[src/sv/s2x_pkg.sv]
`default_nettype none

package s2x_pkg;

  localparam int MAX_WIDTH   = 1024;
  localparam int MAX_HEIGHT  = 4096;
  localparam int PIX_W       = 16;
  localparam int COL_W       = $clog2(MAX_WIDTH);
  localparam int ROW_W       = $clog2(MAX_HEIGHT);
  localparam int WCFG_W      = 11;
  localparam int HCFG_W      = 13;
  localparam int CFG_W       = 13;
  localparam int CFG_IDX_W   = 1;
  localparam int NUM_SLOTS   = 3;
  localparam int SLOT_W      = 2;
  localparam int NUM_TAPS    = 3;
  localparam int QUEUE_DEPTH = 4;

  // Read taps of each line slot: center column, left neighbor, right neighbor.
  localparam int TAP_E = 0;
  localparam int TAP_D = 1;
  localparam int TAP_F = 2;

  typedef enum logic [CFG_IDX_W-1:0] {
    CFG_WIDTH  = 1'b0,
    CFG_HEIGHT = 1'b1
  } cfg_idx_e;

  typedef logic [PIX_W-1:0]  pix_t;
  typedef logic [COL_W-1:0]  col_t;
  typedef logic [ROW_W-1:0]  row_t;
  typedef logic [SLOT_W-1:0] slot_t;

  typedef struct packed {
    logic  en;
    slot_t slot;
    col_t  addr;
    pix_t  data;
  } wr_t;

  typedef struct packed {
    logic                    en;
    col_t [NUM_TAPS-1:0]     addr;
  } rd_t;

  typedef struct packed {
    row_t  row;
    col_t  col;
    logic  has_up;
    logic  has_up2;
    logic  bottom;
    logic  has_left;
    logic  right;
    slot_t s0;
    slot_t s1;
    slot_t s2;
  } entry_t;

endpackage

`default_nettype wire

[src/sv/s2x_queue.sv]
`default_nettype none

module s2x_queue import s2x_pkg::*; (
  input  logic   clk_i,
  input  logic   rst_ni,
  input  logic   push_i,
  input  entry_t push_data_i,
  input  logic   pop_i,
  output entry_t head_o,
  output logic   full_o,
  output logic   empty_o
);

  localparam int PTR_W = $clog2(QUEUE_DEPTH);
  localparam int CNT_W = $clog2(QUEUE_DEPTH + 1);

  entry_t             mem_q [QUEUE_DEPTH];
  logic [PTR_W-1:0]   wptr_q, wptr_d;
  logic [PTR_W-1:0]   rptr_q, rptr_d;
  logic [CNT_W-1:0]   cnt_q, cnt_d;

  assign full_o  = (cnt_q == CNT_W'(QUEUE_DEPTH));
  assign empty_o = (cnt_q == '0);
  assign head_o  = mem_q[rptr_q];

  always_comb begin
    wptr_d = wptr_q;
    rptr_d = rptr_q;
    cnt_d  = cnt_q;
    if (push_i) begin
      wptr_d = (wptr_q == PTR_W'(QUEUE_DEPTH - 1)) ? '0 : wptr_q + 1'b1;
    end
    if (pop_i) begin
      rptr_d = (rptr_q == PTR_W'(QUEUE_DEPTH - 1)) ? '0 : rptr_q + 1'b1;
    end
    if (push_i && !pop_i) begin
      cnt_d = cnt_q + 1'b1;
    end else if (pop_i && !push_i) begin
      cnt_d = cnt_q - 1'b1;
    end
  end

  always_ff @(posedge clk_i or negedge rst_ni) begin
    if (!rst_ni) begin
      wptr_q <= '0;
      rptr_q <= '0;
      cnt_q  <= '0;
    end else begin
      wptr_q <= wptr_d;
      rptr_q <= rptr_d;
      cnt_q  <= cnt_d;
    end
  end

  always_ff @(posedge clk_i) begin
    if (push_i) begin
      mem_q[wptr_q] <= push_data_i;
    end
  end

endmodule

`default_nettype wire

[config.mk]
export PLATFORM = sky130hd
export DESIGN_NAME = s2x_queue
export DESIGN_NICKNAME = d
export VERILOG_FILES = /design/src/sv/s2x_pkg.sv /design/src/sv/s2x_queue.sv
export SDC_FILE = /design/constraint.sdc
export NUM_CORES = 1
export LEC_CHECK = 0
export ABC_CLOCK_PERIOD_IN_PS = 2700
export BUFFER_PORTS_ARGS = -buffer_cell sky130_fd_sc_hd__buf_2
export CAP_MARGIN = 25
export CORE_ASPECT_RATIO = 1.4
export CORE_MARGIN = 8
export CORE_UTILIZATION = 56
export DETAILED_ROUTE_END_ITERATION = 12
export PLACE_DENSITY = 0.79
export SLEW_MARGIN = 25
export SYNTH_ARGS = -nofsm -noshare
export SYNTH_HDL_FRONTEND = slang
export SYNTH_SLANG_ARGS = --single-unit
[constraint.sdc]
create_clock -name clk_i -period 2.7 [get_ports clk_i]
set_clock_uncertainty 0.1 [all_clocks]
set_input_delay 0.135 -clock clk_i [delete_from_list [all_inputs] [get_ports clk_i]]
set_output_delay 0.135 -clock clk_i [all_outputs]
set_load 0.02 [all_outputs]
==> results by stage <==
Finish:
- In the final layout, flip-flops and latches occupy approximately 4100 um^2.
- Cells with a size suffix above 1 make up 41.4% of the layout.
- Leaving out fill and tap cells, the most frequent cell in the layout is edfxtp_1.
- The area growth from synthesis to layout is 28.5%.
- In the layout the commonest cells are 132 x edfxtp_1, 71 x buf_2, 37 x dlygate4sd3_1.
- The multi-input combinational cells in the finished layout cover a total of approximately 1000 um^2.
- In the final design database the tool counted between 300 and 400 nets.
- The filler cells instantiated in the layout total 510.
- 0 antenna diodes ended up in the layout.

STA:
- The setup TNS after final layout is 0 ps.
- Setup repair after global routing left no endpoint under its margin.
- The max-slew headroom at the worst pin is 44.4%.
- The number of pins with negative max-slew slack in the final report is 0.
- Static timing analysis puts the maximum clock frequency at a little over 400 MHz.
- The number of setup violations in the final report is 0.
- The slew at the pin closest to its max-slew limit is 834 ps.
- The final cycle utilization of the critical path is roughly 90%.
- The worst path in the final design needs a cycle of 2440 ps, including I/O delays and setup.
- The total count of hold-check failures in the final report came to 0.

Place:
- The number of buffers added on ports is 71.
- The half-perimeter wire length after detailed placement is 5920 um.
- The final weighted congestion of routability-driven global placement is between 0.7 and 0.8.

Setup path:
- The length in cells of the worst reg-to-reg path is 4.
- The startpoint of the most critical setup path is rptr_q[0].
- STA classifies the critical path startpoint as a register.
- STA puts the critical path data arrival time at 2210 ps.
- The worst setup path is of the register to output pin kind.
- The type of element capturing the critical path is an output pin.
- At the worst endpoint, the required time is 2470 ps.
- In this run the critical register-to-register path is launched from wptr_q[0].
- The maximum fanout along the worst path is 17.

Route:
- The detail route stage leaves a number of antenna-violating nets equal to 0.
- The met2 routed wirelength is 5510 um.
- Before antenna repair, the detailed router went through 4 iterations.
- The total detailed-routing wirelength is a little under 10000 um.
- Using the TritonRoute via totals, the vias-per-cell ratio works out to 5.42.
- Summing over every cut layer, the via total after detailed routing is 2493.
- The count of unresolved DRC violations after routing is 0.
- The routed wire length per instance is 21.3 um.
- The uppermost metal layer occupied by signal nets is met4.
- After the first detailed-routing iteration, the DRC count stood at 193.
- For this block, wires on met1 add up to 3530 um.
- Detailed routing placed a total of roughly 500 um of wire on met3.

GRT:
- The combined global-route utilization of all metal layers is 16.5%.
- The number of global-route vias before repair is 2820.
- The maximum number of pins on one net before global-route repair is 36.
- The total overflow left after global routing is 0.
- The first-pass GRT wire length is 15300 um.
- The initial antenna violation count is 0.

Die:
- The die area is 12700 um^2.
- The initial utilization of the core area, before any placement, comes to 57.9%.
- The floorplan has 41 rows.
- For this design the top-level I/O count stands at 72.
- The core region is 9030 um^2.
- The floorplan step set the die height to about 130 um.
- The die is 97.7 um wide.

CTS:
- Hold repair after CTS inserted 37 buffers.
- The clock root buffer is clkbuf_16.
- The maximum number of buffers from clock root to sink is 2.
- Counting the buffers created by CTS gives 17.
- Clock-pin slew was measured on the worst setup and hold paths at 50 ps.
- The later pin in the worst-skew pair is clocked with a latency of 410 ps.
- TritonCTS built the clock tree.
- CTS built an H-tree with a depth of 4.
- The clock drives 139 sinks.
- The total of cells resized after clock tree synthesis is 0.
- The number of post-CTS setup repair buffers is 0.

Power and ir drop:
- The worst vdd rail ir drop is 0.660 mV.
- The design draws 0.00746 W.
- The power density relative to cell area is 1110 nW/um^2.
- In this run the static leakage power is 2.44 nW.

Synthesis:
- The warning count from the yosys run is 0.
- Counting every net in the synthesized netlist gives 254.
- The unique cell type count in the Yosys netlist is 19.
- The mapped netlist covers 5230 um^2.
- Averaged over all synthesized cells, the footprint is 24.9 um^2.
- Synthesis inferred 139 register bits.
- Counting every instance in the synthesized netlist gives 210.
- Sequential elements use roughly four fifths of the synthesized area.

Run status:
- The run finished with clean final reports.

Worst hold path:
- The worst hold path begins at push_data_i[10].
- The worst hold path depth is 2.
- The path type of the worst min-delay path is input pin to register.

Run:
- The number of maximum-capacitance violations is 0.
==> metal layers <==
| layer | GRT usage [%] | vias up |
|---|---|---|
| li1 | - | 1144 |
| met5 | 0 | - |
| met1 | 16.4 | 1255 |
| met4 | 8.50 | 0 |
| met2 | 29.8 | 72 |
| met3 | 5.92 | 22 |
==> cells in the mapped netlist (all sizes together) <==
cell type  count  area [um^2]
mux4          33          762
nand2          2         7.51
buf            8         91.3
and2           4         25.0
inv            4         15.0
nor3           1         5.00
nor2           3         11.3
dfrtp          7          175
edfxtp       132         3960
mux2           3         33.8
xnor2          1         8.76
fa             1         20.0
xor2           2         17.5
o21ai          2         10.0
nor3b          1         7.51
ha             6         75.1
==> through the flow <==
step	hold WS (ps)	instances	setup WS (ps)	area [um^2]	utilization [%]
global route	371	460	130	6720	74.4
detailed placement	-119	391	640	5720	63.3
CTS	352	460	195	6720	74.4
global placement	-117	391	668	5720	63.3
finish	370	460	260	6720	74.4
floorplan	-261	210	771	5230	-
==> state kept, by name, summed over array words and instances, names as in the netlist <==
register	count
mem_q	132
wptr_q	2
rptr_q	2
cnt_q	3
==> report_power, final <==
part / switching (W) / internal (W)
clock network: 0.000812 / 0.00163
logic: 0.00104 / 0.000911
registers: 0.000287 / 0.00278
==> final cells by class <==
type	count	area share [%]
timing repair buffer	119	12.0
tap	107	1.99
multi-input combinational	59	14.7
clock buffer	19	6.44
inverter	4	0.223
clock inverter	13	2.96
sequential	139	61.6
==> final timing paths <==
kind	slack (ps)	to
worst min register to register	390	cnt_q[2]
max in group asynchronous	1650	rptr_q[1]
worst max register to register	780	mem_q[2][26]
worst min-delay path	370	mem_q[0][10]
min in group asynchronous	590	wptr_q[0]
worst max-delay path	260	head_o[15]
==> logic make-up after synthesis <==
logic type | count (synthesis) | synth area share [%]
flops | 139 | 79.2
mux | 36 | 15.2
buf+inv | 12 | 2.03
simple gates | 11 | 1.08
fa+ha+maj | 7 | 1.82
xor+xnor | 3 | 0.503
compound gates | 2 | 0.191
==> worst max-delay path, stage by stage, from the launching register on <==
cell and delay, ps:
dfrtp_2 710, buf_4 320, mux4_1 580, buf_2 180
Power figures use the tool's default switching activity.
