[config.mk]
export PLATFORM = sky130hd
export DESIGN_NAME = s2x_front_flat
export DESIGN_NICKNAME = d
export VERILOG_FILES = /design/src/sv/s2x_pkg.sv /design/src/sv/s2x_if.sv /design/src/sv/s2x_front.sv /design/src/flat_wrapper.sv
export SDC_FILE = /design/constraint.sdc
export NUM_CORES = 1
export LEC_CHECK = 0
export BUFFER_PORTS_ARGS = -buffer_cell sky130_fd_sc_hd__buf_4
export CAP_MARGIN = 20
export CORE_UTILIZATION = 52
export CTS_CLUSTER_DIAMETER = 40
export CTS_CLUSTER_SIZE = 25
export DETAILED_ROUTE_END_ITERATION = 7
export GPL_TIMING_DRIVEN = 0
export PLACE_DENSITY = 0.86
export SETUP_SLACK_MARGIN = 0.4
export SYNTH_ARGS = -nofsm -noshare
export SYNTH_HDL_FRONTEND = slang
export SYNTH_SLANG_ARGS = --single-unit
[constraint.sdc]
create_clock -name clk_i -period 2.8 [get_ports clk_i]
set_input_delay 0.28 -clock clk_i [delete_from_list [all_inputs] [get_ports clk_i]]
set_output_delay 0.28 -clock clk_i [all_outputs]
set_load 0.02 [all_outputs]
[src/sv/s2x_pkg.sv]
`default_nettype none

package s2x_pkg;

  localparam int MAX_WIDTH   = 1024;
  localparam int MAX_HEIGHT  = 4096;
  localparam int PIX_W       = 16;
  localparam int COL_W       = $clog2(MAX_WIDTH);
  localparam int ROW_W       = $clog2(MAX_HEIGHT);
  localparam int WCFG_W      = 11;
  localparam int HCFG_W      = 13;
  localparam int CFG_W       = 13;
  localparam int CFG_IDX_W   = 1;
  localparam int NUM_SLOTS   = 3;
  localparam int SLOT_W      = 2;
  localparam int NUM_TAPS    = 3;
  localparam int QUEUE_DEPTH = 4;

  // Read taps of each line slot: center column, left neighbor, right neighbor.
  localparam int TAP_E = 0;
  localparam int TAP_D = 1;
  localparam int TAP_F = 2;

  typedef enum logic [CFG_IDX_W-1:0] {
    CFG_WIDTH  = 1'b0,
    CFG_HEIGHT = 1'b1
  } cfg_idx_e;

  typedef logic [PIX_W-1:0]  pix_t;
  typedef logic [COL_W-1:0]  col_t;
  typedef logic [ROW_W-1:0]  row_t;
  typedef logic [SLOT_W-1:0] slot_t;

  typedef struct packed {
    logic  en;
    slot_t slot;
    col_t  addr;
    pix_t  data;
  } wr_t;

  typedef struct packed {
    logic                    en;
    col_t [NUM_TAPS-1:0]     addr;
  } rd_t;

  typedef struct packed {
    row_t  row;
    col_t  col;
    logic  has_up;
    logic  has_up2;
    logic  bottom;
    logic  has_left;
    logic  right;
    slot_t s0;
    slot_t s1;
    slot_t s2;
  } entry_t;

endpackage

`default_nettype wire

[src/sv/s2x_if.sv]
`default_nettype none

interface s2x_pix_if import s2x_pkg::*; ();
  logic valid;
  logic ready;
  pix_t pixel;

  modport source (output valid, output pixel, input ready);
  modport sink (input valid, input pixel, output ready);
endinterface


`default_nettype wire

[src/sv/s2x_front.sv]
`default_nettype none

module s2x_front import s2x_pkg::*; (
  input  logic             clk_i,
  input  logic             rst_ni,
  input  logic             cfg_we_i,
  input  logic [CFG_IDX_W-1:0] cfg_idx_i,
  input  logic [CFG_W-1:0] cfg_data_i,
  s2x_pix_if.sink          pix_i,
  input  logic             q_full_i,
  input  logic             q_empty_i,
  output logic             push_o,
  output entry_t           entry_o,
  output wr_t              wr_o
);

  col_t  wlast_q, wlast_d;
  row_t  hlast_q, hlast_d;
  col_t  col_q, col_d;
  row_t  row_q, row_d;
  slot_t slot_q, slot_d;
  slot_t s1, s2;
  logic  acc;
  logic  [WCFG_W-1:0] w_val;
  logic  [HCFG_W-1:0] h_val;

  // A row starts only once every queued block has read its neighbors, so the
  // slot being refilled is never still in use.
  assign pix_i.ready = !q_full_i && ((col_q != '0) || q_empty_i);
  assign acc         = pix_i.valid && pix_i.ready;

  assign s1 = (slot_q == '0) ? SLOT_W'(NUM_SLOTS - 1) : slot_q - 1'b1;
  assign s2 = (s1 == '0) ? SLOT_W'(NUM_SLOTS - 1) : s1 - 1'b1;

  always_comb begin
    entry_o.row      = row_q;
    entry_o.col      = col_q;
    entry_o.has_up   = (row_q != '0);
    entry_o.has_up2  = (row_q[ROW_W-1:1] != '0);
    entry_o.bottom   = (row_q == hlast_q);
    entry_o.has_left = (col_q != '0);
    entry_o.right    = (col_q == wlast_q);
    entry_o.s0       = slot_q;
    entry_o.s1       = s1;
    entry_o.s2       = s2;
  end

  assign push_o = acc && (entry_o.has_up || entry_o.bottom)
                      && (entry_o.has_left || entry_o.right);

  assign wr_o.en   = acc;
  assign wr_o.slot = slot_q;
  assign wr_o.addr = col_q;
  assign wr_o.data = pix_i.pixel;

  assign w_val = cfg_data_i[WCFG_W-1:0];
  assign h_val = cfg_data_i[HCFG_W-1:0];

  always_comb begin
    wlast_d = wlast_q;
    hlast_d = hlast_q;
    col_d   = col_q;
    row_d   = row_q;
    slot_d  = slot_q;
    if (cfg_we_i) begin
      col_d  = '0;
      row_d  = '0;
      slot_d = '0;
      unique case (cfg_idx_e'(cfg_idx_i))
        CFG_WIDTH: begin
          if (w_val == '0) begin
            wlast_d = '0;
          end else if (w_val > WCFG_W'(MAX_WIDTH)) begin
            wlast_d = COL_W'(MAX_WIDTH - 1);
          end else begin
            wlast_d = COL_W'(w_val - 1'b1);
          end
        end
        CFG_HEIGHT: begin
          if (h_val == '0) begin
            hlast_d = '0;
          end else if (h_val > HCFG_W'(MAX_HEIGHT)) begin
            hlast_d = ROW_W'(MAX_HEIGHT - 1);
          end else begin
            hlast_d = ROW_W'(h_val - 1'b1);
          end
        end
        default: begin
        end
      endcase
    end else if (acc) begin
      if (col_q == wlast_q) begin
        col_d = '0;
        if (row_q == hlast_q) begin
          row_d  = '0;
          slot_d = '0;
        end else begin
          row_d  = row_q + 1'b1;
          slot_d = (slot_q == SLOT_W'(NUM_SLOTS - 1)) ? '0 : slot_q + 1'b1;
        end
      end else begin
        col_d = col_q + 1'b1;
      end
    end
  end

  always_ff @(posedge clk_i or negedge rst_ni) begin
    if (!rst_ni) begin
      wlast_q <= COL_W'(MAX_WIDTH - 1);
      hlast_q <= ROW_W'(1024 - 1);
      col_q   <= '0;
      row_q   <= '0;
      slot_q  <= '0;
    end else begin
      wlast_q <= wlast_d;
      hlast_q <= hlast_d;
      col_q   <= col_d;
      row_q   <= row_d;
      slot_q  <= slot_d;
    end
  end

endmodule

`default_nettype wire

[src/flat_wrapper.sv]
// flat-port wrapper written by rule: the top's interface ports become plain ports
module s2x_front_flat import s2x_pkg::*;
  (clk_i, rst_ni, cfg_we_i, cfg_idx_i, cfg_data_i, q_full_i, q_empty_i, push_o, entry_o, wr_o, pix_i_valid, pix_i_pixel, pix_i_ready);
  s2x_pix_if pix_i_i ();
  input  logic clk_i;
  input  logic rst_ni;
  input  logic cfg_we_i;
  input  logic [CFG_IDX_W-1:0] cfg_idx_i;
  input  logic [CFG_W-1:0] cfg_data_i;
  input  logic q_full_i;
  input  logic q_empty_i;
  output logic push_o;
  output entry_t entry_o;
  output wr_t wr_o;
  input wire logic [$bits(pix_i_i.valid)-1:0] pix_i_valid;
  input wire logic [$bits(pix_i_i.pixel)-1:0] pix_i_pixel;
  output wire logic [$bits(pix_i_i.ready)-1:0] pix_i_ready;
  assign pix_i_i.valid = pix_i_valid;
  assign pix_i_i.pixel = pix_i_pixel;
  assign pix_i_ready = pix_i_i.ready;
  s2x_front u_core (.clk_i(clk_i), .rst_ni(rst_ni), .cfg_we_i(cfg_we_i), .cfg_idx_i(cfg_idx_i), .cfg_data_i(cfg_data_i), .pix_i(pix_i_i), .q_full_i(q_full_i), .q_empty_i(q_empty_i), .push_o(push_o), .entry_o(entry_o), .wr_o(wr_o));
endmodule
==> flow_summary.toml <==
[sta]
final_hold_viol_count = 0
slew_headroom_pct = 51.41
drv_slew = 0
fmax_ghz = 0.4207
whs_ns = 0.3386
worst_pin_slew_ns = 0.7273
period_share_pct = 84.89
finalSetupViolCount = 0
rsz0062_at_grt = "no"
setup_tns_ns = 0
min_period_ns = 2.377
fin_skew_ns = 0.007062

[clocking]
numCtsBuffers = 5
cts_tree = "done"
clk_latency_ns = 0.31
clockBufferDepth = 2
cts.sinks = 46
root_buffer = "clkbuf_8"
path_clk_slew_ns = 0.09
htreeDepth = 2

[global_routing]
grt_first_pass_wirelength_um = 12850
grtUsageTotal_pct = 24.98
grt_pass1_vias = 2764
grt_overflow_total = 0
antenna_found_initial = 0
grt_max_degree = 47

[synth]
synthArstFlopShare_pct = 100.0
synth.most_common_cell = "nand2_1"
syn_area_per_cell_um2 = 8.942
ys_seq_area_share_pct = 35.17
yosys_warnings = 0
post-synth-top-area-cell = "dfrtp_1"
synthCells = 374
ys_ff_latch = 46
netlist.area_leader.share_pct = 19.45
synth_commonest_cells = "nand2_1, buf_4, dfrtp_1"
synth_cell_types = 60
synth_edf_count = 0
synth_flop_cell = "dfrtp_1"
synthesis.nets = 420
netlist_area_mm2 = 0.003344
synthTopCellsByArea = "dfrtp_1, dfstp_2, buf_4, xnor2_1, nand2_1"

[floorplan]
core_area_mm2 = 0.006061
die-area_mm2 = 0.006756
fp.dieW_um = 82.20
ios = 100
start_util_pct = 55.18
rows = 28
die_h_um = 82.20

[setup_path]
cp-start-kind = "flip-flop"
critPathKind = "flip-flop to output pin"
cp_max_fo = 7
end_kind = "output pin"
crit_required_ns = 2.52
arrival_ns = 2.10

[routing]
routedWlPerCell_um = 15.16
num_vias = 3121
post-route-drc-count = 0
firstDrtPassIters = 5
final_antenna_net_count = 0
drt_wl_total_um = 8247
via_per_inst = 5.737
drt_iter0_drc = 310

[power_and_ir_drop]
power_leakage_nw = 1.975
switching_share_pct = 26.33
p_switching_w = 0.0004274
pwr-share-seq_pct = 47.8
p_comb_share_pct = 17.7
intPower_w = 0.001196
clockPowerShare_pct = 34.5
ir_drop_mv = 0.2611
pwr_density_cell_mw_per_mm2 = 381.0

[layout]
antenna_cells = 0
nNetsFinal = 514
final_core_util_pct = 70.29
layout-drive-gt1-share_pct = 37.95
syn2layout_area_growth_pct = 27.39

[placement]
numPortBuffers = 82
gp_congestion = 0.8841
post-dp-hpwl_um = 6164

[job]
maxCapViolCount = 0

[hold_path]
hp-class = "primary input to flip-flop"

[run_status]
status = "finished, final reports clean"
[layout by cell type, fill, tap and decap left out, drive strengths merged, types with 7 or more instances in the layout]
master,synthesis,final
nor3,8,8
nand4,10,10
o31ai,12,12
buf,37,125
clkbuf,12,16
a21oi,10,10
nand2b,8,8
and3,7,7
o21ai,13,13
nand3,9,9
nand2,40,40
dfrtp,26,26
xnor2,22,22
ha,10,10
dfstp,20,20
inv,16,16
nor4,9,9
nor2,23,23
xor2,13,13
[registers in the layout, summed over array words and instances, names as in the netlist]
| register | flops |
|---|---|
| u_core.hlast_q | 12 |
| u_core.slot_q | 2 |
| u_core.col_q | 10 |
| u_core.wlast_q | 10 |
| u_core.row_q | 12 |
[logic make-up after synthesis]
group	count (synthesis)	share of synthesized area, %
XOR/XNOR	35	9.166
buffers and inverters	66	11.22
adder cells (fa/ha/maj)	10	3.741
flip-flops	46	35.17
multiplexers	1	0.3367
AND/OR/NAND/NOR	148	25.10
AO/OA/AOI/OAI	68	15.26
[area by class of cell]
| cell class | count | area [um2] |
|---|---|---|
| multi-input cells | 262 | 1812 |
| fillers | 487 | 1800 |
| flip-flops and latches | 46 | 1184 |
| repair buffers | 87 | 655.6 |
| plain buffers | 49 | 316.6 |
| clock buffers | 6 | 93.84 |
| well taps | 75 | 93.84 |
| inverters | 17 | 66.31 |
| clock inverters | 2 | 38.79 |
[stage by stage]
stage	power [W]	worst slack (ns)	instance area, um2	cells
floorplan	0.0009616	0.6407	3344	374
global placement	0.001062	0.5058	4054	531
detailed placement	0.001071	0.4568	4054	531
CTS	0.001625	0.4198	4207	540
global route	0.001690	0.4084	4260	544
finish	0.001623	0.4230	4260	544
[repair_timing]
item	CTS	global route
hold endpoints to repair	26	0
setup buffers	0	4
hold buffers	1	0
resized for setup	6	12
setup endpoints to repair	2	2
pin swaps	0	2
[final timing paths]
path                              startpoint                 to  slack, ns  cells past startpoint
max                          u_core.row_q[3]             push_o       0.42                      5
min                            cfg_data_i[7]  u_core.hlast_q[7]       0.34                      4
max reg2reg                  u_core.col_q[0]    u_core.col_q[9]       0.63                      8
min reg2reg                u_core.wlast_q[9]  u_core.wlast_q[9]       0.47                      2
max in group asynchronous             rst_ni    u_core.col_q[9]       1.88                      2
min in group asynchronous             rst_ni    u_core.row_q[1]       0.51                      2
[power groups by stage]
stage	registers, W	clock network [W]	logic, W
finish	0.000776	0.000560	0.000288
global route	0.000782	0.000590	0.000318
CTS	0.000774	0.000563	0.000288
detailed placement	0.000786	0	0.000285
global placement	0.000784	0	0.000278
floorplan	0.000777	0	0.000185
[routing by layer]
metal | GRT usage, % | up-vias | share of wire, %
met5 | 0 | - | 0
met4 | 10.18 | 0 | 2.6
met3 | 2.747 | 21 | 5.3
met2 | 41.98 | 134 | 49
met1 | 32.68 | 1462 | 43
li1 | - | 1504 | -
[critical path, cell delays in order (launching register included)]
cell,delay [ns]
dfrtp_1,0.40
clkbuf_2,0.17
nor4_1,0.47
nand4_1,0.27
o221a_2,0.32
buf_4,0.16
No activity file was read; power rests on OpenSTA's default activity.
