$ cat config.mk
export PLATFORM = sky130hd
export DESIGN_NAME = s2x_back_flat
export DESIGN_NICKNAME = d
export VERILOG_FILES = /design/src/sv/s2x_pkg.sv /design/src/sv/s2x_if.sv /design/src/sv/s2x_back.sv /design/src/flat_wrapper.sv
export SDC_FILE = /design/constraint.sdc
export NUM_CORES = 1
export LEC_CHECK = 0
export BUFFER_PORTS_ARGS = -buffer_cell sky130_fd_sc_hd__buf_2
export CAP_MARGIN = 5
export CORE_UTILIZATION = 35
export DETAILED_ROUTE_END_ITERATION = 8
export GPL_ROUTABILITY_DRIVEN = 0
export PLACE_DENSITY = 0.7
export SLEW_MARGIN = 20
export SYNTH_ARGS = -nofsm -noshare
export SYNTH_HDL_FRONTEND = slang
export SYNTH_SLANG_ARGS = --single-unit
$ cat constraint.sdc
create_clock -name clk_i -period 6.8 [get_ports clk_i]
set_input_delay 0 -clock clk_i [delete_from_list [all_inputs] [get_ports clk_i]]
set_output_delay 0 -clock clk_i [all_outputs]
set_load 0.02 [all_outputs]
$ cat src/sv/s2x_pkg.sv
`default_nettype none

package s2x_pkg;

  localparam int MAX_WIDTH   = 1024;
  localparam int MAX_HEIGHT  = 4096;
  localparam int PIX_W       = 16;
  localparam int COL_W       = $clog2(MAX_WIDTH);
  localparam int ROW_W       = $clog2(MAX_HEIGHT);
  localparam int WCFG_W      = 11;
  localparam int HCFG_W      = 13;
  localparam int CFG_W       = 13;
  localparam int CFG_IDX_W   = 1;
  localparam int NUM_SLOTS   = 3;
  localparam int SLOT_W      = 2;
  localparam int NUM_TAPS    = 3;
  localparam int QUEUE_DEPTH = 4;

  // Read taps of each line slot: center column, left neighbor, right neighbor.
  localparam int TAP_E = 0;
  localparam int TAP_D = 1;
  localparam int TAP_F = 2;

  typedef enum logic [CFG_IDX_W-1:0] {
    CFG_WIDTH  = 1'b0,
    CFG_HEIGHT = 1'b1
  } cfg_idx_e;

  typedef logic [PIX_W-1:0]  pix_t;
  typedef logic [COL_W-1:0]  col_t;
  typedef logic [ROW_W-1:0]  row_t;
  typedef logic [SLOT_W-1:0] slot_t;

  typedef struct packed {
    logic  en;
    slot_t slot;
    col_t  addr;
    pix_t  data;
  } wr_t;

  typedef struct packed {
    logic                    en;
    col_t [NUM_TAPS-1:0]     addr;
  } rd_t;

  typedef struct packed {
    row_t  row;
    col_t  col;
    logic  has_up;
    logic  has_up2;
    logic  bottom;
    logic  has_left;
    logic  right;
    slot_t s0;
    slot_t s1;
    slot_t s2;
  } entry_t;

endpackage

`default_nettype wire

$ cat src/sv/s2x_if.sv
`default_nettype none


interface s2x_blk_if import s2x_pkg::*; ();
  logic valid;
  logic ready;
  col_t src_col;
  row_t src_row;
  pix_t top_left;
  pix_t top_right;
  pix_t bottom_left;
  pix_t bottom_right;
  logic last_of_run;

  modport source (output valid, output src_col, output src_row, output top_left,
                  output top_right, output bottom_left, output bottom_right,
                  output last_of_run, input ready);
  modport sink (input valid, input src_col, input src_row, input top_left,
                input top_right, input bottom_left, input bottom_right,
                input last_of_run, output ready);
endinterface

`default_nettype wire

$ cat src/sv/s2x_back.sv
`default_nettype none

module s2x_back import s2x_pkg::*; (
  input  logic   clk_i,
  input  logic   rst_ni,
  input  entry_t head_i,
  input  logic   q_empty_i,
  output logic   pop_o,
  output rd_t    rd_o,
  input  pix_t   rdata_i [NUM_SLOTS][NUM_TAPS],
  s2x_blk_if.source blk_o
);

  logic  ri_q, ri_d;
  logic  ci_q, ci_d;
  logic  two_rows, two_cols, last_r, last_c, last;
  logic  up_blk, left_blk, issue, out_free;
  row_t  blk_row;
  col_t  blk_col;
  slot_t es, bs;

  logic  b_v_q, b_v_d;
  row_t  b_row_q;
  col_t  b_col_q;
  slot_t b_es_q, b_bs_q, b_hs_q;
  logic  b_last_q;

  logic  out_v_q, out_v_d;
  col_t  out_col_q;
  row_t  out_row_q;
  pix_t  out_tl_q, out_tr_q, out_bl_q, out_br_q;
  logic  out_last_q;

  pix_t  pe, pb, ph, pd, pf;
  logic  act;

  assign two_rows = head_i.has_up && head_i.bottom;
  assign two_cols = head_i.has_left && head_i.right;
  assign last_r   = !two_rows || ri_q;
  assign last_c   = !two_cols || ci_q;
  assign last     = last_r && last_c;
  assign up_blk   = head_i.has_up && !ri_q;
  assign left_blk = head_i.has_left && !ci_q;
  assign blk_row  = up_blk ? head_i.row - 1'b1 : head_i.row;
  assign blk_col  = left_blk ? head_i.col - 1'b1 : head_i.col;

  always_comb begin
    if (up_blk) begin
      es = head_i.s1;
      bs = head_i.has_up2 ? head_i.s2 : head_i.s1;
    end else begin
      es = head_i.s0;
      bs = head_i.has_up ? head_i.s1 : head_i.s0;
    end
  end

  assign out_free = !out_v_q || blk_o.ready;
  assign issue    = !q_empty_i && (!b_v_q || out_free);
  assign pop_o    = issue && last;

  assign rd_o.en          = issue;
  assign rd_o.addr[TAP_E] = blk_col;
  assign rd_o.addr[TAP_D] = (blk_col == '0) ? '0 : blk_col - 1'b1;
  assign rd_o.addr[TAP_F] = head_i.col;

  always_comb begin
    ri_d = ri_q;
    ci_d = ci_q;
    if (issue) begin
      if (last) begin
        ri_d = 1'b0;
        ci_d = 1'b0;
      end else if (last_c) begin
        ri_d = 1'b1;
        ci_d = 1'b0;
      end else begin
        ci_d = 1'b1;
      end
    end
  end

  assign b_v_d   = issue ? 1'b1 : (out_free ? 1'b0 : b_v_q);
  assign out_v_d = out_free ? b_v_q : out_v_q;

  assign pe  = rdata_i[b_es_q][TAP_E];
  assign pd  = rdata_i[b_es_q][TAP_D];
  assign pf  = rdata_i[b_es_q][TAP_F];
  assign pb  = rdata_i[b_bs_q][TAP_E];
  assign ph  = rdata_i[b_hs_q][TAP_E];
  assign act = (pb != ph) && (pd != pf);

  always_ff @(posedge clk_i or negedge rst_ni) begin
    if (!rst_ni) begin
      ri_q    <= 1'b0;
      ci_q    <= 1'b0;
      b_v_q   <= 1'b0;
      out_v_q <= 1'b0;
    end else begin
      ri_q    <= ri_d;
      ci_q    <= ci_d;
      b_v_q   <= b_v_d;
      out_v_q <= out_v_d;
    end
  end

  always_ff @(posedge clk_i) begin
    if (issue) begin
      b_row_q  <= blk_row;
      b_col_q  <= blk_col;
      b_es_q   <= es;
      b_bs_q   <= bs;
      b_hs_q   <= head_i.s0;
      b_last_q <= last;
    end
    if (out_free && b_v_q) begin
      out_col_q  <= b_col_q;
      out_row_q  <= b_row_q;
      out_tl_q   <= (act && (pd == pb)) ? pd : pe;
      out_tr_q   <= (act && (pb == pf)) ? pf : pe;
      out_bl_q   <= (act && (pd == ph)) ? pd : pe;
      out_br_q   <= (act && (ph == pf)) ? pf : pe;
      out_last_q <= b_last_q;
    end
  end

  assign blk_o.valid        = out_v_q;
  assign blk_o.src_col      = out_col_q;
  assign blk_o.src_row      = out_row_q;
  assign blk_o.top_left     = out_tl_q;
  assign blk_o.top_right    = out_tr_q;
  assign blk_o.bottom_left  = out_bl_q;
  assign blk_o.bottom_right = out_br_q;
  assign blk_o.last_of_run  = out_last_q;

endmodule

`default_nettype wire

$ cat src/flat_wrapper.sv
// flat-port wrapper written by rule: the top's interface ports become plain ports
module s2x_back_flat import s2x_pkg::*;
  (clk_i, rst_ni, head_i, q_empty_i, pop_o, rd_o, rdata_i, blk_o_valid, blk_o_src_col, blk_o_src_row, blk_o_top_left, blk_o_top_right, blk_o_bottom_left, blk_o_bottom_right, blk_o_last_of_run, blk_o_ready);
  s2x_blk_if blk_o_i ();
  input  logic clk_i;
  input  logic rst_ni;
  input  entry_t head_i;
  input  logic q_empty_i;
  output logic pop_o;
  output rd_t rd_o;
  input  pix_t rdata_i[NUM_SLOTS][NUM_TAPS];
  output wire logic [$bits(blk_o_i.valid)-1:0] blk_o_valid;
  output wire logic [$bits(blk_o_i.src_col)-1:0] blk_o_src_col;
  output wire logic [$bits(blk_o_i.src_row)-1:0] blk_o_src_row;
  output wire logic [$bits(blk_o_i.top_left)-1:0] blk_o_top_left;
  output wire logic [$bits(blk_o_i.top_right)-1:0] blk_o_top_right;
  output wire logic [$bits(blk_o_i.bottom_left)-1:0] blk_o_bottom_left;
  output wire logic [$bits(blk_o_i.bottom_right)-1:0] blk_o_bottom_right;
  output wire logic [$bits(blk_o_i.last_of_run)-1:0] blk_o_last_of_run;
  input wire logic [$bits(blk_o_i.ready)-1:0] blk_o_ready;
  assign blk_o_valid = blk_o_i.valid;
  assign blk_o_src_col = blk_o_i.src_col;
  assign blk_o_src_row = blk_o_i.src_row;
  assign blk_o_top_left = blk_o_i.top_left;
  assign blk_o_top_right = blk_o_i.top_right;
  assign blk_o_bottom_left = blk_o_i.bottom_left;
  assign blk_o_bottom_right = blk_o_i.bottom_right;
  assign blk_o_last_of_run = blk_o_i.last_of_run;
  assign blk_o_i.ready = blk_o_ready;
  s2x_back u_core (.clk_i(clk_i), .rst_ni(rst_ni), .head_i(head_i), .q_empty_i(q_empty_i), .pop_o(pop_o), .rd_o(rd_o), .rdata_i(rdata_i), .blk_o(blk_o_i));
endmodule
==> flow_summary.toml <==
[status]
status = "finished clean"

[timing]
relSlewSlack_pct = 27.8
hold_viol = 0
worst_pin_slew_ps = 1080
tns_ps = 0
fin_skew_ps = 11.5
drv_slew = 0
max_freq_ghz = 0.269
final_min_period_over_clock_period_pct = 54.7
fin_crit_ps = 3720
rsz0062_at_grt = "false"
finalSetupViolations = 0

[finish]
seq_area_mm2 = 0.00358
finalInstanceArea_mm2 = 0.0113
layout.nets = 1251
drive_above_1_share_pct = 35.0
final.fill_count = 2256
final_core_util_pct = 46.6
area_growth_pct = 30.7
multi_input_area_mm2 = 0.00459

[drt]
route.detailed.drc = 0
via_per_inst = 5.12
drtPass1Iterations = 5
routed_wirelength_um = 28500
post_drt_wl_per_cell_um = 20.3
drtIter0Drc = 362
antenna_left = 0
vias = 7210

[setup_path]
path_buf_inv = 1
path_cells = "nor2b_1 -> buf_4 -> o2bb2ai_1 -> xnor2_1 -> nand4_1 -> nor4_2 -> nand3_4 -> mux2i_1"
cp_top_family = "simple AND/OR/NAND/NOR gates"
start_kind = "flip-flop"
critPathMaxStageDelay_ps = 770
end_kind = "flip-flop"
crit_slowest_cell = "edfxtp_1"
worstPathMaxFanout = 17
arrival_ps = 3860
critPathKind = "flip-flop to flip-flop"
worstPathRequired_ps = 6940

[clock_tree]
clockBufferDepth = 2
clockRootBuffer = "clkbuf_16"
htree_levels = 4
clk_latency_ps = 430
clk_pin_slew_ps = 60
cts_resized = 0
cts_sinks = 120
cts_tree = "yes"
cts_made_buffers = 17

[place]
io_buffers = 300
place_area_mm2 = 0.0102
dpl.hpwl_um = 21700

[synthesis]
synth.avg_cell_area_um2 = 11.6
synth_area_mm2 = 0.00864
yosys_warnings = 0
synth-edff-count = 116
synth-seq-area-share_pct = 41.5
yosys.cell_types.count = 47
yosys_register_bits = 120
syn_nets = 928
netlist_instances = 743
yosys_most_used_dff = "edfxtp_1"
async_reset_ff_share_pct = 3.33

[global_route]
grt_pass1_vias = 7420
grt-ovfl-total = 0
grt.total_usage_pct = 22.3
antenna_found_initial = 8
grt_pass1_wl_um = 42200
grt_max_degree = 81

[die]
die_height_um = 159
ios = 301
core_mm2 = 0.0242
die_x_um = 159
rows = 57
die-area_mm2 = 0.0253
initial_core_util_pct = 35.6

[hold_path]
hp-class = "primary input to flip-flop"

[power]
vdd_drop_max_mv = 0.151
p_per_area_mw_per_mm2 = 233
p_leak_nw = 5.04

[job]
maxCapViolations = 0
[worst min-delay path, stage by stage]
cell and delay [ps]:
buf_2 100, a21oi_1 80, mux2i_1 120
[stage by stage]
stage	hold slack (ps)	cells	total power [mW]	setup WS, ps
after detailed placement	-192	1322	1.69	3200
after global placement	-191	1321	1.68	3120
after CTS	0.639	1402	2.64	3170
after floorplan	-296	743	1.46	1760
final	0.225	1407	2.63	3080
after global routing	14.1	1406	2.73	2960
[final timing paths]
kind	startpoint	endpoint	slack [ps]	cells after the start
setup / recovery	u_core.b_hs_q[1]	u_core.blk_o.bottom_right[7]	3080	8
hold / removal	rdata_i[54]	u_core.blk_o.top_right[6]	0.2	3
setup reg to reg	u_core.b_hs_q[1]	u_core.blk_o.bottom_right[7]	3080	8
hold reg to reg	u_core.b_col_q[8]	u_core.blk_o.src_col[8]	420	0
max in group asynchronous	rst_ni	u_core.ri_q	6160	3
min in group asynchronous	rst_ni	u_core.blk_o.valid	470	3
[what timing repair did]
action,CTS,global route
hold buffers,49,0
setup buffers,0,0
hold endpoints to repair,61,0
[metal layers]
metal | vias up | GRT usage [%] | wire, µm
li1 | 3427 | - | -
met1 | 3376 | 23.3 | 10600
met2 | 343 | 41.2 | 14800
met3 | 58 | 6.82 | 2240
met4 | 6 | 9.31 | 831
met5 | - | 0 | 43
[layout make-up]
cell class | count | share of cell area [%]
Multi-Input combinational cell | 558 | 40.6
Tap cell | 324 | 3.59
Sequential cell | 120 | 31.7
Clock buffer | 19 | 4.01
Timing Repair Buffer | 357 | 18.3
Inverter | 12 | 0.399
Clock inverter | 12 | 1.25
Antenna cell | 5 | 0.111
[Yosys cell counts (5+ instances only)]
cell type,instances,area share [%]
a21oi_1,55,3.2
buf_4,14,1.2
buf_6,15,2.0
clkbuf_1,16,0.70
edfxtp_1,116,40
inv_1,12,0.52
mux2i_1,144,17
nand2_1,18,0.78
nand4_1,17,1.2
nor2_1,66,2.9
nor2b_1,7,0.51
nor3_1,8,0.46
nor4_2,8,1.2
nor4_4,5,1.2
o21ai_0,5,0.29
o2bb2ai_1,55,5.6
o2bb2ai_2,8,1.4
xnor2_1,74,7.5
xor2_1,44,4.5
[registers in the layout, summed over array words and instances (netlist names)]
signal and flops:
u_core.blk_o.bottom_left 16, u_core.ri_q 1, u_core.b_last_q 1, u_core.b_row_q 12, u_core.blk_o.bottom_right 16, u_core.b_es_q 2, u_core.blk_o.src_row 12, u_core.b_col_q 10
u_core.blk_o.valid 1, u_core.b_hs_q 2, u_core.b_v_q 1, u_core.b_bs_q 2, u_core.blk_o.top_right 16, u_core.blk_o.src_col 10, u_core.blk_o.top_left 16, u_core.blk_o.last_of_run 1
u_core.ci_q 1
[where the power goes]
| group | total [mW] | internal (mW) | leakage, nW | switching, mW |
|---|---|---|---|---|
| Sequential | 0.937 | 0.903 | 1.17 | 0.0345 |
| Clock | 0.930 | 0.562 | 0.286 | 0.368 |
| Combinational | 0.763 | 0.293 | 3.58 | 0.470 |
[cells in the final DEF, fill, tap and decap left out, types with 3 or more instances in the layout]
| master | instances |
|---|---|
| xor2_1 | 44 |
| nor2b_1 | 6 |
| o21ai_0 | 5 |
| dfrtp_1 | 4 |
| ha_1 | 4 |
| nor3_1 | 8 |
| dlygate4sd3_1 | 49 |
| o2bb2ai_2 | 8 |
| inv_6 | 3 |
| edfxtp_1 | 116 |
| nand4_1 | 17 |
| clkbuf_16 | 17 |
| buf_4 | 7 |
| buf_2 | 300 |
| inv_1 | 12 |
| nor2_1 | 66 |
| nor4_1 | 3 |
| o2bb2ai_1 | 55 |
| mux2i_1 | 144 |
| nand3_4 | 4 |
| or3_1 | 3 |
| diode_2 | 5 |
| nand2_1 | 18 |
| nand3_1 | 4 |
| nand2b_1 | 3 |
| xnor2_1 | 74 |
| clkinv_4 | 4 |
| nor4_2 | 8 |
| nor4_4 | 5 |
| a21oi_1 | 54 |
[cell families after synthesis]
logic type | after synthesis | share of synthesized area [%]
buffers and inverters | 65 | 5.66
flip-flops | 120 | 41.5
XOR/XNOR | 120 | 12.3
AND/OR/NAND/NOR | 158 | 11.4
adder cells (fa/ha/maj) | 4 | 0.579
multiplexers | 147 | 17.3
AO/OA/AOI/OAI | 129 | 11.2
Note: power is estimated with default switching activity, not from simulation.
